## src/sv/srrw_pkg.sv

```systemverilog
// ============================================================================
// srrw_pkg
// Shared types and constants for the selective-repeat receive window.
// ============================================================================
package srrw_pkg;

    // Field widths fixed by the interface.
    localparam int SEQ_FIELD_W   = 32;
    localparam int WIN_CFG_W     = 5;
    localparam int WIN_CFG_RESET = 8;

    // Defaults for the top-level parameters.
    localparam int WINDOW_MAX_DEF = 16;
    localparam int SEQ_WIDTH_DEF  = 32;

    // Depth of the queue between the front and back parts.
    localparam int QUEUE_DEPTH = 2;

    typedef enum logic [2:0] {
        KIND_DISCARD = 3'd0,
        KIND_ACK     = 3'd1,
        KIND_DELIVER = 3'd2,
        KIND_BUFFER  = 3'd3,
        KIND_RELEASE = 3'd4
    } kind_t;

    typedef enum logic [1:0] {
        ECHO_NONE = 2'd0,
        ECHO_SYN  = 2'd1,
        ECHO_FIN  = 2'd2,
        ECHO_PING = 2'd3
    } echo_t;

    typedef enum logic [2:0] {
        ST_IDLE,
        ST_MOD_SEQ,
        ST_MOD_NXT,
        ST_SCAN,
        ST_HEAD,
        ST_REL
    } back_state_t;

    typedef struct packed {
        logic [SEQ_FIELD_W-1:0] seq_num;
        logic                   checksum_ok;
        logic                   flag_syn;
        logic                   flag_fin;
        logic                   flag_ping;
    } in_item_t;

    typedef struct packed {
        kind_t                  kind;
        logic [SEQ_FIELD_W-1:0] out_seq;
        logic                   send_ack;
        echo_t                  ack_echo;
        logic                   complete;
        logic                   last_of_run;
    } out_item_t;

    // Classified request handed from the front part to the back part.
    typedef struct packed {
        logic [SEQ_FIELD_W-1:0] seq;
        logic                   bad;
        logic                   ack_only;
        logic                   fin;
        echo_t                  echo;
    } desc_t;

endpackage

```

## src/sv/srrw_front.sv

```systemverilog
// ============================================================================
// srrw_front
// Classifies an arriving header: masks the sequence number, flags damage,
// marks SYN/PING requests as acknowledge-only and works out the echo flag.
// ============================================================================
module srrw_front #(
    parameter int SEQ_WIDTH = srrw_pkg::SEQ_WIDTH_DEF
) (
    input  srrw_pkg::in_item_t item_i,
    output srrw_pkg::desc_t    desc_o
);

    localparam logic [srrw_pkg::SEQ_FIELD_W-1:0] SEQ_MASK =
        srrw_pkg::SEQ_FIELD_W'((33'd1 << SEQ_WIDTH) - 33'd1);

    srrw_pkg::echo_t echo;

    // Echo priority: SYN without PING, then FIN, then PING.
    always_comb begin
        priority if (item_i.flag_syn && !item_i.flag_ping) begin
            echo = srrw_pkg::ECHO_SYN;
        end else if (item_i.flag_fin) begin
            echo = srrw_pkg::ECHO_FIN;
        end else if (item_i.flag_ping) begin
            echo = srrw_pkg::ECHO_PING;
        end else begin
            echo = srrw_pkg::ECHO_NONE;
        end
    end

    assign desc_o.seq      = item_i.seq_num & SEQ_MASK;
    assign desc_o.bad      = !item_i.checksum_ok;
    assign desc_o.ack_only = item_i.flag_syn || item_i.flag_ping;
    assign desc_o.fin      = item_i.flag_fin;
    assign desc_o.echo     = echo;

endmodule

```

## src/sv/srrw_queue.sv

```systemverilog
// ============================================================================
// srrw_queue
// Short request queue between the front and back parts.
// ============================================================================
module srrw_queue (
    input  logic             aclk,
    input  logic             aresetn,
    input  logic             push_i,
    input  srrw_pkg::desc_t  push_data_i,
    output logic             full_o,
    input  logic             pop_i,
    output logic             valid_o,
    output srrw_pkg::desc_t  data_o
);

    localparam int DEPTH = srrw_pkg::QUEUE_DEPTH;
    localparam int PW    = (DEPTH > 1) ? $clog2(DEPTH) : 1;
    localparam int CW    = $clog2(DEPTH + 1);

    srrw_pkg::desc_t mem_reg [DEPTH];
    logic [PW-1:0] wr_ptr_reg, wr_ptr_next;
    logic [PW-1:0] rd_ptr_reg, rd_ptr_next;
    logic [CW-1:0] count_reg, count_next;
    logic          do_push, do_pop;

    assign full_o  = (count_reg == CW'(DEPTH));
    assign valid_o = (count_reg != '0);
    assign data_o  = mem_reg[rd_ptr_reg];
    assign do_push = push_i && !full_o;
    assign do_pop  = pop_i && valid_o;

    // Pointer and fill-count update.
    always_comb begin
        wr_ptr_next = wr_ptr_reg;
        rd_ptr_next = rd_ptr_reg;
        count_next  = count_reg;
        if (do_push) begin
            wr_ptr_next = (wr_ptr_reg == PW'(DEPTH - 1)) ? '0 : wr_ptr_reg + 1'b1;
        end
        if (do_pop) begin
            rd_ptr_next = (rd_ptr_reg == PW'(DEPTH - 1)) ? '0 : rd_ptr_reg + 1'b1;
        end
        if (do_push && !do_pop) begin
            count_next = count_reg + 1'b1;
        end else if (do_pop && !do_push) begin
            count_next = count_reg - 1'b1;
        end
    end

    always_ff @(posedge aclk) begin
        if (!aresetn) begin
            wr_ptr_reg <= '0;
            rd_ptr_reg <= '0;
            count_reg  <= '0;
        end else begin
            wr_ptr_reg <= wr_ptr_next;
            rd_ptr_reg <= rd_ptr_next;
            count_reg  <= count_next;
        end
    end

    // Storage.
    always_ff @(posedge aclk) begin
        if (do_push) begin
            mem_reg[wr_ptr_reg] <= push_data_i;
        end
    end

endmodule

```

## src/sv/srrw_back.sv

```systemverilog
// ============================================================================
// srrw_back
// Window state, slot store, serial modulo unit, release scan and the
// result register.
// ============================================================================
module srrw_back #(
    parameter int WINDOW_MAX = srrw_pkg::WINDOW_MAX_DEF,
    parameter int SEQ_WIDTH  = srrw_pkg::SEQ_WIDTH_DEF
) (
    input  logic                               aclk,
    input  logic                               aresetn,
    input  logic [srrw_pkg::WIN_CFG_W-1:0]     window_size_i,
    input  logic                               q_valid_i,
    input  srrw_pkg::desc_t                    q_data_i,
    output logic                               q_pop_o,
    output logic                               m_valid_o,
    input  logic                               m_ready_i,
    output srrw_pkg::out_item_t                m_data_o
);

    localparam int SW   = SEQ_WIDTH;
    localparam int WW   = $clog2(WINDOW_MAX + 1);
    localparam int IW   = $clog2(WINDOW_MAX);
    localparam int BW   = $clog2(SW);
    localparam int CFW  = srrw_pkg::WIN_CFG_W;
    localparam int CMPW = (WW > CFW) ? WW : CFW;

    // Effective window: zero used as one, clipped to the maximum.
    logic [CMPW-1:0] cfg_wide;
    logic [WW-1:0]   w_eff;

    assign cfg_wide = CMPW'(window_size_i);

    always_comb begin
        priority if (cfg_wide == '0) begin
            w_eff = WW'(1);
        end else if (cfg_wide > CMPW'(WINDOW_MAX)) begin
            w_eff = WW'(WINDOW_MAX);
        end else begin
            w_eff = WW'(cfg_wide);
        end
    end

    srrw_pkg::back_state_t state_reg, state_next;

    logic [SW-1:0]     lio_reg, lio_next;
    logic [SW-1:0]     final_reg, final_next;
    logic              fin_seen_reg, fin_seen_next;
    logic [SW-1:0]     slot_seq_reg [WINDOW_MAX];
    logic              slot_rcv_reg [WINDOW_MAX];
    logic              slot_we;
    logic [IW-1:0]     slot_wi;

    srrw_pkg::desc_t   item_reg, item_next;
    srrw_pkg::kind_t   head_kind_reg, head_kind_next;
    logic [SW-1:0]     base_reg, base_next;
    logic [SW-1:0]     mod_op_reg, mod_op_next;
    logic [WW-1:0]     rem_reg, rem_next;
    logic [BW-1:0]     bcnt_reg, bcnt_next;
    logic [IW-1:0]     idx_reg, idx_next;
    logic [WW-1:0]     r_reg, r_next;
    logic [WW-1:0]     nrel_reg, nrel_next;
    logic [WW-1:0]     rk_reg, rk_next;

    logic                 m_valid_reg, m_valid_next;
    srrw_pkg::out_item_t  m_data_reg, m_data_next;

    logic [SW-1:0]   seq;
    logic [WW:0]     shifted;
    logic [WW-1:0]   rem_step;
    logic [IW-1:0]   rem_idx;
    logic [IW-1:0]   rem_idx_adv;
    logic [IW-1:0]   idx_adv;
    logic [SW-1:0]   lio_inc;
    logic            beyond;
    logic            can_push;
    logic            complete;
    logic            slot_hit;

    assign seq      = item_reg.seq[SW-1:0];
    assign lio_inc  = lio_reg + 1'b1;
    assign can_push = !m_valid_reg || m_ready_i;
    assign complete = fin_seen_reg && (lio_reg == final_reg);

    // Right of the window: seq > last_in_order + window, without overflow.
    assign beyond = ((SW + 1)'(q_data_i.seq[SW-1:0]) >
                     ((SW + 1)'(lio_reg) + (SW + 1)'(w_eff)));

    // One restoring step of the serial modulo unit.
    assign shifted  = {rem_reg, mod_op_reg[bcnt_reg]};
    assign rem_step = (shifted >= {1'b0, w_eff}) ? WW'(shifted - {1'b0, w_eff})
                                                  : WW'(shifted);
    assign rem_idx     = rem_step[IW-1:0];
    assign rem_idx_adv = ((WW'(rem_idx) + 1'b1) == w_eff) ? '0 : rem_idx + 1'b1;
    assign idx_adv     = ((WW'(idx_reg) + 1'b1) == w_eff) ? '0 : idx_reg + 1'b1;

    // Slot match for the release scan.
    assign slot_hit = (r_reg < w_eff) && (lio_reg != '1) && slot_rcv_reg[idx_reg]
                      && (slot_seq_reg[idx_reg] == lio_inc);

    // Next state, datapath updates and result pushes.
    always_comb begin
        state_next     = state_reg;
        lio_next       = lio_reg;
        final_next     = final_reg;
        fin_seen_next  = fin_seen_reg;
        item_next      = item_reg;
        head_kind_next = head_kind_reg;
        base_next      = base_reg;
        mod_op_next    = mod_op_reg;
        rem_next       = rem_reg;
        bcnt_next      = bcnt_reg;
        idx_next       = idx_reg;
        r_next         = r_reg;
        nrel_next      = nrel_reg;
        rk_next        = rk_reg;
        slot_we        = 1'b0;
        slot_wi        = rem_idx;
        q_pop_o        = 1'b0;
        m_valid_next   = m_valid_reg && !m_ready_i;
        m_data_next    = m_data_reg;

        unique case (state_reg)
            // Take a request and settle the cases that need no slot work.
            srrw_pkg::ST_IDLE: begin
                if (q_valid_i) begin
                    q_pop_o   = 1'b1;
                    item_next = q_data_i;
                    nrel_next = '0;
                    priority if (q_data_i.bad || beyond) begin
                        head_kind_next = srrw_pkg::KIND_DISCARD;
                        state_next     = srrw_pkg::ST_HEAD;
                    end else if (q_data_i.ack_only || (q_data_i.seq[SW-1:0] <= lio_reg)) begin
                        head_kind_next = srrw_pkg::KIND_ACK;
                        state_next     = srrw_pkg::ST_HEAD;
                    end else begin
                        if (q_data_i.fin) begin
                            final_next    = q_data_i.seq[SW-1:0];
                            fin_seen_next = 1'b1;
                        end
                        mod_op_next = q_data_i.seq[SW-1:0];
                        rem_next    = '0;
                        bcnt_next   = BW'(SW - 1);
                        state_next  = srrw_pkg::ST_MOD_SEQ;
                    end
                end
            end
            // Slot of the arriving number; then deliver or buffer.
            srrw_pkg::ST_MOD_SEQ: begin
                rem_next  = rem_step;
                bcnt_next = bcnt_reg - 1'b1;
                if (bcnt_reg == '0) begin
                    r_next = WW'(1);
                    if (seq == lio_inc) begin
                        lio_next       = seq;
                        base_next      = seq;
                        idx_next       = rem_idx_adv;
                        head_kind_next = srrw_pkg::KIND_DELIVER;
                        state_next     = srrw_pkg::ST_SCAN;
                    end else begin
                        slot_we        = 1'b1;
                        head_kind_next = srrw_pkg::KIND_BUFFER;
                        mod_op_next    = lio_inc;
                        rem_next       = '0;
                        bcnt_next      = BW'(SW - 1);
                        state_next     = srrw_pkg::ST_MOD_NXT;
                    end
                end
            end
            // Slot of the next in-order number.
            srrw_pkg::ST_MOD_NXT: begin
                rem_next  = rem_step;
                bcnt_next = bcnt_reg - 1'b1;
                if (bcnt_reg == '0) begin
                    idx_next   = rem_idx;
                    base_next  = lio_reg;
                    state_next = srrw_pkg::ST_SCAN;
                end
            end
            // Release scan, one slot a cycle.
            srrw_pkg::ST_SCAN: begin
                if (slot_hit) begin
                    lio_next  = lio_inc;
                    nrel_next = nrel_reg + 1'b1;
                    r_next    = r_reg + 1'b1;
                    idx_next  = idx_adv;
                end else begin
                    state_next = srrw_pkg::ST_HEAD;
                end
            end
            // First result of the request.
            srrw_pkg::ST_HEAD: begin
                if (can_push) begin
                    m_valid_next         = 1'b1;
                    m_data_next.kind     = head_kind_reg;
                    m_data_next.out_seq  = srrw_pkg::SEQ_FIELD_W'(seq);
                    m_data_next.send_ack = (head_kind_reg != srrw_pkg::KIND_DISCARD);
                    m_data_next.ack_echo = (head_kind_reg == srrw_pkg::KIND_DISCARD)
                                           ? srrw_pkg::ECHO_NONE : item_reg.echo;
                    m_data_next.complete    = complete;
                    m_data_next.last_of_run = (nrel_reg == '0);
                    rk_next    = WW'(1);
                    state_next = (nrel_reg == '0) ? srrw_pkg::ST_IDLE : srrw_pkg::ST_REL;
                end
            end
            // Released numbers follow in order.
            srrw_pkg::ST_REL: begin
                if (can_push) begin
                    m_valid_next            = 1'b1;
                    m_data_next.kind        = srrw_pkg::KIND_RELEASE;
                    m_data_next.out_seq     = srrw_pkg::SEQ_FIELD_W'(base_reg + SW'(rk_reg));
                    m_data_next.send_ack    = 1'b0;
                    m_data_next.ack_echo    = srrw_pkg::ECHO_NONE;
                    m_data_next.complete    = complete;
                    m_data_next.last_of_run = (rk_reg == nrel_reg);
                    rk_next = rk_reg + 1'b1;
                    if (rk_reg == nrel_reg) begin
                        state_next = srrw_pkg::ST_IDLE;
                    end
                end
            end
            default: begin
                state_next = srrw_pkg::ST_IDLE;
            end
        endcase
    end

    // Control state.
    always_ff @(posedge aclk) begin
        if (!aresetn) begin
            state_reg    <= srrw_pkg::ST_IDLE;
            lio_reg      <= '0;
            final_reg    <= '0;
            fin_seen_reg <= 1'b0;
            m_valid_reg  <= 1'b0;
        end else begin
            state_reg    <= state_next;
            lio_reg      <= lio_next;
            final_reg    <= final_next;
            fin_seen_reg <= fin_seen_next;
            m_valid_reg  <= m_valid_next;
        end
    end

    // Working registers and the result payload.
    always_ff @(posedge aclk) begin
        item_reg      <= item_next;
        head_kind_reg <= head_kind_next;
        base_reg      <= base_next;
        mod_op_reg    <= mod_op_next;
        rem_reg       <= rem_next;
        bcnt_reg      <= bcnt_next;
        idx_reg       <= idx_next;
        r_reg         <= r_next;
        nrel_reg      <= nrel_next;
        rk_reg        <= rk_next;
        m_data_reg    <= m_data_next;
    end

    // Slot store: received marks are cleared by reset, numbers are payload.
    always_ff @(posedge aclk) begin
        if (!aresetn) begin
            for (int i = 0; i < WINDOW_MAX; i++) begin
                slot_rcv_reg[i] <= 1'b0;
            end
        end else if (slot_we) begin
            slot_rcv_reg[slot_wi] <= 1'b1;
        end
    end

    always_ff @(posedge aclk) begin
        if (slot_we) begin
            slot_seq_reg[slot_wi] <= seq;
        end
    end

    assign m_valid_o = m_valid_reg;
    assign m_data_o  = m_data_reg;

endmodule

```

## src/sv/selective_repeat_receive_window_top.sv

```systemverilog
// ============================================================================
// selective_repeat_receive_window_top
// Receiver half of a selective-repeat window: classifies packet headers,
// delivers or buffers them and releases runs of buffered successors.
// ============================================================================
//
//  Channel   Ports                          Direction  Payload
//  --------  -----------------------------  ---------  --------------------
//  input     s_valid, s_ready, s_data       in         srrw_pkg::in_item_t
//  result    m_valid, m_ready, m_data       out        srrw_pkg::out_item_t
//  config    cfg_wr_en, cfg_wr_data         in         window_size, 5 bits
//
//  A discarded or acknowledge-only request goes from idle straight to its
//  registered head result. A delivered request passes the bit-serial modulo
//  unit once and a buffered one twice, then the release scan runs and the
//  results follow, one per cycle while the result register is not stalled.
//  Reset is synchronous and active low; it clears the window and all slot marks.
//  A stalled result register holds the back part, while the queue keeps
//  taking requests until it is full.
//
module selective_repeat_receive_window_top #(
    parameter int WINDOW_MAX = srrw_pkg::WINDOW_MAX_DEF,
    parameter int SEQ_WIDTH  = srrw_pkg::SEQ_WIDTH_DEF
) (
    input  logic                            aclk,
    input  logic                            aresetn,
    input  logic                            s_valid,
    output logic                            s_ready,
    input  srrw_pkg::in_item_t              s_data,
    output logic                            m_valid,
    input  logic                            m_ready,
    output srrw_pkg::out_item_t             m_data,
    input  logic                            cfg_wr_en,
    input  logic [srrw_pkg::WIN_CFG_W-1:0]  cfg_wr_data
);

    logic [srrw_pkg::WIN_CFG_W-1:0] window_size_reg;
    srrw_pkg::desc_t                front_desc;
    srrw_pkg::desc_t                q_data;
    logic                           q_full;
    logic                           q_valid;
    logic                           q_pop;

    // Window size register.
    always_ff @(posedge aclk) begin
        if (!aresetn) begin
            window_size_reg <= srrw_pkg::WIN_CFG_W'(srrw_pkg::WIN_CFG_RESET);
        end else if (cfg_wr_en) begin
            window_size_reg <= cfg_wr_data;
        end
    end

    srrw_front #(
        .SEQ_WIDTH (SEQ_WIDTH)
    ) u_front (
        .item_i (s_data),
        .desc_o (front_desc)
    );

    assign s_ready = !q_full;

    srrw_queue u_queue (
        .aclk        (aclk),
        .aresetn     (aresetn),
        .push_i      (s_valid),
        .push_data_i (front_desc),
        .full_o      (q_full),
        .pop_i       (q_pop),
        .valid_o     (q_valid),
        .data_o      (q_data)
    );

    srrw_back #(
        .WINDOW_MAX (WINDOW_MAX),
        .SEQ_WIDTH  (SEQ_WIDTH)
    ) u_back (
        .aclk          (aclk),
        .aresetn       (aresetn),
        .window_size_i (window_size_reg),
        .q_valid_i     (q_valid),
        .q_data_i      (q_data),
        .q_pop_o       (q_pop),
        .m_valid_o     (m_valid),
        .m_ready_i     (m_ready),
        .m_data_o      (m_data)
    );

endmodule

```

## config.mk

```make
export PLATFORM = sky130hd
export DESIGN_NAME = selective_repeat_receive_window_top
export DESIGN_NICKNAME = d
export VERILOG_FILES = /design/src/sv/srrw_pkg.sv /design/src/sv/srrw_front.sv /design/src/sv/srrw_queue.sv /design/src/sv/srrw_back.sv /design/src/sv/selective_repeat_receive_window_top.sv
export SDC_FILE = /design/constraint.sdc
export NUM_CORES = 1
export LEC_CHECK = 0
export BUFFER_PORTS_ARGS = -buffer_cell sky130_fd_sc_hd__clkbuf_2
export CAP_MARGIN = 10
export CORE_MARGIN = 4
export CORE_UTILIZATION = 57
export CTS_CLUSTER_DIAMETER = 30
export CTS_CLUSTER_SIZE = 10
export DETAILED_ROUTE_END_ITERATION = 6
export HOLD_SLACK_MARGIN = 0.05
export PLACE_DENSITY_LB_ADDON = 0.12
export SYNTH_ARGS = -nofsm -noshare
export SYNTH_HDL_FRONTEND = slang
export SYNTH_HIERARCHICAL = 1
export SYNTH_SLANG_ARGS = --single-unit
```

## constraint.sdc

```tcl
create_clock -name aclk -period 8.5 [get_ports aclk]
set_input_delay 1.7 -clock aclk [delete_from_list [all_inputs] [get_ports aclk]]
set_output_delay 1.7 -clock aclk [all_outputs]
set_load 0.01 [all_outputs]
```

==> run_summary.xml <==
<?xml version="1.0" encoding="UTF-8"?>
<metrics>
  <group name="outcome">
    <metric name="outcome" unit="">complete, but fails checks</metric>
    <metric name="violations_in_the_final_reports" unit="">design-rule violations</metric>
  </group>
  <group name="place">
    <metric name="place.gp.congestion" unit="">0.979</metric>
    <metric name="io_buffers" unit="">87</metric>
    <metric name="place.detailed.hpwl" unit="um">75600</metric>
    <metric name="placed_cell_area" unit="sq mm">0.0406</metric>
  </group>
  <group name="global_route">
    <metric name="grt-ovfl-total" unit="">0</metric>
    <metric name="maximum_number_of_pins_on_one_net_before_global_route_repair" unit="">72</metric>
    <metric name="first_pass_grt_wire_length" unit="um">168000</metric>
    <metric name="grt.total_usage" unit="">0.310</metric>
    <metric name="first_global_vias" unit="">25100</metric>
    <metric name="grt_antenna_before_repair" unit="">1</metric>
  </group>
  <group name="power">
    <metric name="powerDensity" unit="mW/mm^2">314</metric>
    <metric name="sequentialPowerShare" unit="">0.422</metric>
    <metric name="peakVddDrop" unit="mV">0.205</metric>
    <metric name="switching_share" unit="">0.291</metric>
    <metric name="switching_power" unit="mW">4.19</metric>
    <metric name="clkPwrFrac" unit="">0.430</metric>
    <metric name="leakage" unit="nW">15.7</metric>
    <metric name="cellInternalPower" unit="mW">10.2</metric>
    <metric name="comb_power_share" unit="">0.148</metric>
  </group>
  <group name="clock_network">
    <metric name="clk_slew_on_worst_s_h_paths" unit="ns">0.04</metric>
    <metric name="clock-root-buffer" unit="">clkbuf_16</metric>
    <metric name="post_cts_resized" unit="">0</metric>
    <metric name="tritoncts_num_sinks" unit="">854</metric>
    <metric name="htree_num_levels" unit="">4</metric>
    <metric name="insertion_delay" unit="ns">0.74</metric>
    <metric name="cts_max_path_bufs" unit="">3</metric>
    <metric name="cts_inserted_buffers" unit="">154</metric>
    <metric name="post_cts.repair.setup_buffers" unit="">0</metric>
    <metric name="hold_buffers" unit="">0</metric>
    <metric name="tritoncts" unit="">built</metric>
  </group>
  <group name="synth">
    <metric name="yosys_warning_count" unit="">6</metric>
    <metric name="number_of_synthesized_flops_with_an_enable_pin" unit="">755</metric>
    <metric name="synthesis.area" unit="sq mm">0.0395</metric>
    <metric name="synth.distinct_cells" unit="">81</metric>
    <metric name="mappedNetlistNets" unit="">2885</metric>
    <metric name="synth-seq-cells" unit="">854</metric>
    <metric name="async_reset_ff_frac" unit="">0</metric>
    <metric name="top_ff_cell_synth" unit="">edfxtp_1</metric>
    <metric name="seq_area_frac_synth" unit="">0.624</metric>
    <metric name="post_synth_inst_count" unit="">2741</metric>
    <metric name="postSynthAreaPerCell" unit="sq um">14.4</metric>
  </group>
  <group name="timing">
    <metric name="layout_min_cycle_time" unit="ns">6.67</metric>
    <metric name="maxClockFrequency" unit="GHz">0.150</metric>
    <metric name="tns" unit="ns">0</metric>
    <metric name="grt_setup_unrepaired" unit="">no</metric>
    <metric name="final-max-slew-violation-count" unit="">0</metric>
    <metric name="finalSetupViolCount" unit="">0</metric>
    <metric name="finalClockSkew" unit="ns">0.0402</metric>
    <metric name="timing_hold_violations_final" unit="">0</metric>
    <metric name="worst_rel_slew_slack" unit="">0.240</metric>
    <metric name="tightestPinTransition" unit="ns">1.14</metric>
    <metric name="period_share" unit="">0.785</metric>
  </group>
  <group name="floorplan">
    <metric name="initial_utilization" unit="">0.575</metric>
    <metric name="die_width" unit="um">271</metric>
    <metric name="std_cell_core_area" unit="sq mm">0.0687</metric>
    <metric name="num_io_pins" unit="">88</metric>
    <metric name="die-height" unit="um">271</metric>
    <metric name="fp-row-count" unit="">96</metric>
    <metric name="design.die.area" unit="sq mm">0.0736</metric>
  </group>
  <group name="setup_path">
    <metric name="critPathMaxFanout" unit="">11</metric>
    <metric name="cp_cell_sequence" unit="">mux4_2, mux4_2, mux2i_1, ha_1, inv_1, fa_1, a21o_1, a21o_1, a21oi_1, mux2i_1, inv_1, ha_1, xnor2_1, nor3_1, nand3_1, o311a_1, o21ai_0, o221ai_1, mux2_2</metric>
    <metric name="timing.critical_path.required" unit="ns">9.09</metric>
    <metric name="timing.critical_path.arrival" unit="ns">7.26</metric>
    <metric name="cpLargestDelayFamily" unit="">multiplexers</metric>
    <metric name="buffering_stage_count_on_the_worst_path_with_inverters_included" unit="">2</metric>
    <metric name="max_stage_delay" unit="ns">0.74</metric>
    <metric name="slowest_stage" unit="">a21oi_1</metric>
    <metric name="path_class" unit="">register to register</metric>
    <metric name="setup.worst_path.end_class" unit="">register</metric>
    <metric name="worstSetupStartpointType" unit="">register</metric>
  </group>
  <group name="cells_and_area">
    <metric name="layout.cells.most_common" unit="">edfxtp_1</metric>
    <metric name="mostFrequentLayoutCells" unit="">edfxtp_1 (755), nand2_1 (197), o21ai_0 (161), xnor2_1 (160), clkbuf_16 (156)</metric>
    <metric name="num-fill-cells" unit="">4846</metric>
    <metric name="area.growth.synth_to_final" unit="%">16.2</metric>
    <metric name="ff_latch_area" unit="sq mm">0.0247</metric>
    <metric name="multi_input_area" unit="sq mm">0.0137</metric>
    <metric name="post_route_cells_drive_above_1_share" unit="">0.214</metric>
    <metric name="diodes" unit="">0</metric>
    <metric name="largest_register_ff_count" unit="">512</metric>
    <metric name="finish.net_count" unit="">2990</metric>
    <metric name="post-route-cell-area" unit="sq mm">0.0459</metric>
  </group>
  <group name="route">
    <metric name="routedWlPerCell" unit="um">29.0</metric>
    <metric name="drt_pass1_iterations" unit="">7</metric>
    <metric name="via_per_inst" unit="">6.45</metric>
    <metric name="top_signal_layer_used" unit="">met4</metric>
    <metric name="drt.antenna.violating_nets" unit="">0</metric>
    <metric name="wl_met2" unit="um">52100</metric>
    <metric name="drt_iter0_drc" unit="">3260</metric>
    <metric name="sum_of_routed_wire_segments_on_met1" unit="um">45800</metric>
    <metric name="finalWirelength" unit="um">113000</metric>
    <metric name="drt_drc_violations_left" unit="">1</metric>
    <metric name="met3RoutedLength" unit="um">11100</metric>
    <metric name="vias" unit="">25200</metric>
  </group>
  <group name="job">
    <metric name="max_cap_violations" unit="">0</metric>
  </group>
  <group name="min_path">
    <metric name="hold_path_class" unit="">register to register</metric>
  </group>
</metrics>
-- metrics by stage --
| stage | setup WS [ns] | hold WS (ns) | power [mW] | utilization | instances |
|---|---|---|---|---|---|
| finish | 1.83 | 0.460 | 14.4 | 0.668 | 3904 |
| global route | 1.38 | 0.477 | 14.9 | 0.668 | 3904 |
| CTS | 1.89 | 0.460 | 14.4 | 0.668 | 3904 |
| detailed placement | 1.93 | 0.450 | 8.22 | 0.591 | 3621 |
| global placement | 2.10 | 0.441 | 8.14 | 0.591 | 3621 |
| floorplan | 0.205 | 0.435 | 7.16 | - | 2741 |
-- synth_stat cells (31+ instances only) --
master,number,area [sq um]
nand3_1,64,320
a21oi_1,72,360
buf_2,31,155
xor2_1,46,403
edfxtp_1,755,22700
mux2_2,42,473
xnor2_1,160,1400
nand2_1,199,747
dfxtp_1,99,1980
nand4_1,42,263
inv_1,71,267
nor3_1,48,240
nor2_1,127,477
buf_4,47,353
and3_1,38,238
mux2i_1,52,521
clkbuf_1,89,334
o21ai_0,161,806
ha_1,95,1190
mux4_2,152,3420
-- logic make-up after synthesis --
| group | synth area share |
|---|---|
| mux | 0.112 |
| fa+ha+maj | 0.0316 |
| flops | 0.624 |
| xor+xnor | 0.0516 |
| compound gates | 0.0703 |
| simple gates | 0.0787 |
| buf+inv | 0.0319 |
-- worst paths after layout --
check                                        startpoint                       to  slack, ns  cells after the start
worst max-delay path                 u_back/bcnt_reg[0]                 register       1.83                     19
worst min-delay path            u_back/slot_rcv_reg[13]  u_back/slot_rcv_reg[13]       0.46                      1
worst max register to register       u_back/bcnt_reg[0]                 register       1.83                     19
worst min register to register  u_back/slot_rcv_reg[13]  u_back/slot_rcv_reg[13]       0.46                      1
-- final cells by class --
cell class | count | area share
Multi-Input combinational cell | 1627 | 0.298
Sequential cell | 854 | 0.537
Clock inverter | 107 | 0.0290
Inverter | 78 | 0.00640
Tap cell | 931 | 0.0254
Clock buffer | 176 | 0.0873
Timing Repair Buffer | 131 | 0.0169
-- power groups by stage --
stage | combinational [mW] | clock (mW) | sequential, mW
finish | 2.14 | 6.19 | 6.07
global route | 2.30 | 6.51 | 6.12
detailed placement | 2.08 | 0 | 6.14
floorplan | 1.32 | 0 | 5.84
CTS | 2.10 | 6.27 | 6.06
global placement | 2.04 | 0 | 6.11
-- per-layer routing --
layer  up-vias  global-route usage
met4         0               0.116
met3       230              0.0652
li1      10800                   -
met1     12700               0.445
met5         -                   0
met2      1488               0.474
(Power assumes the default switching activity.)
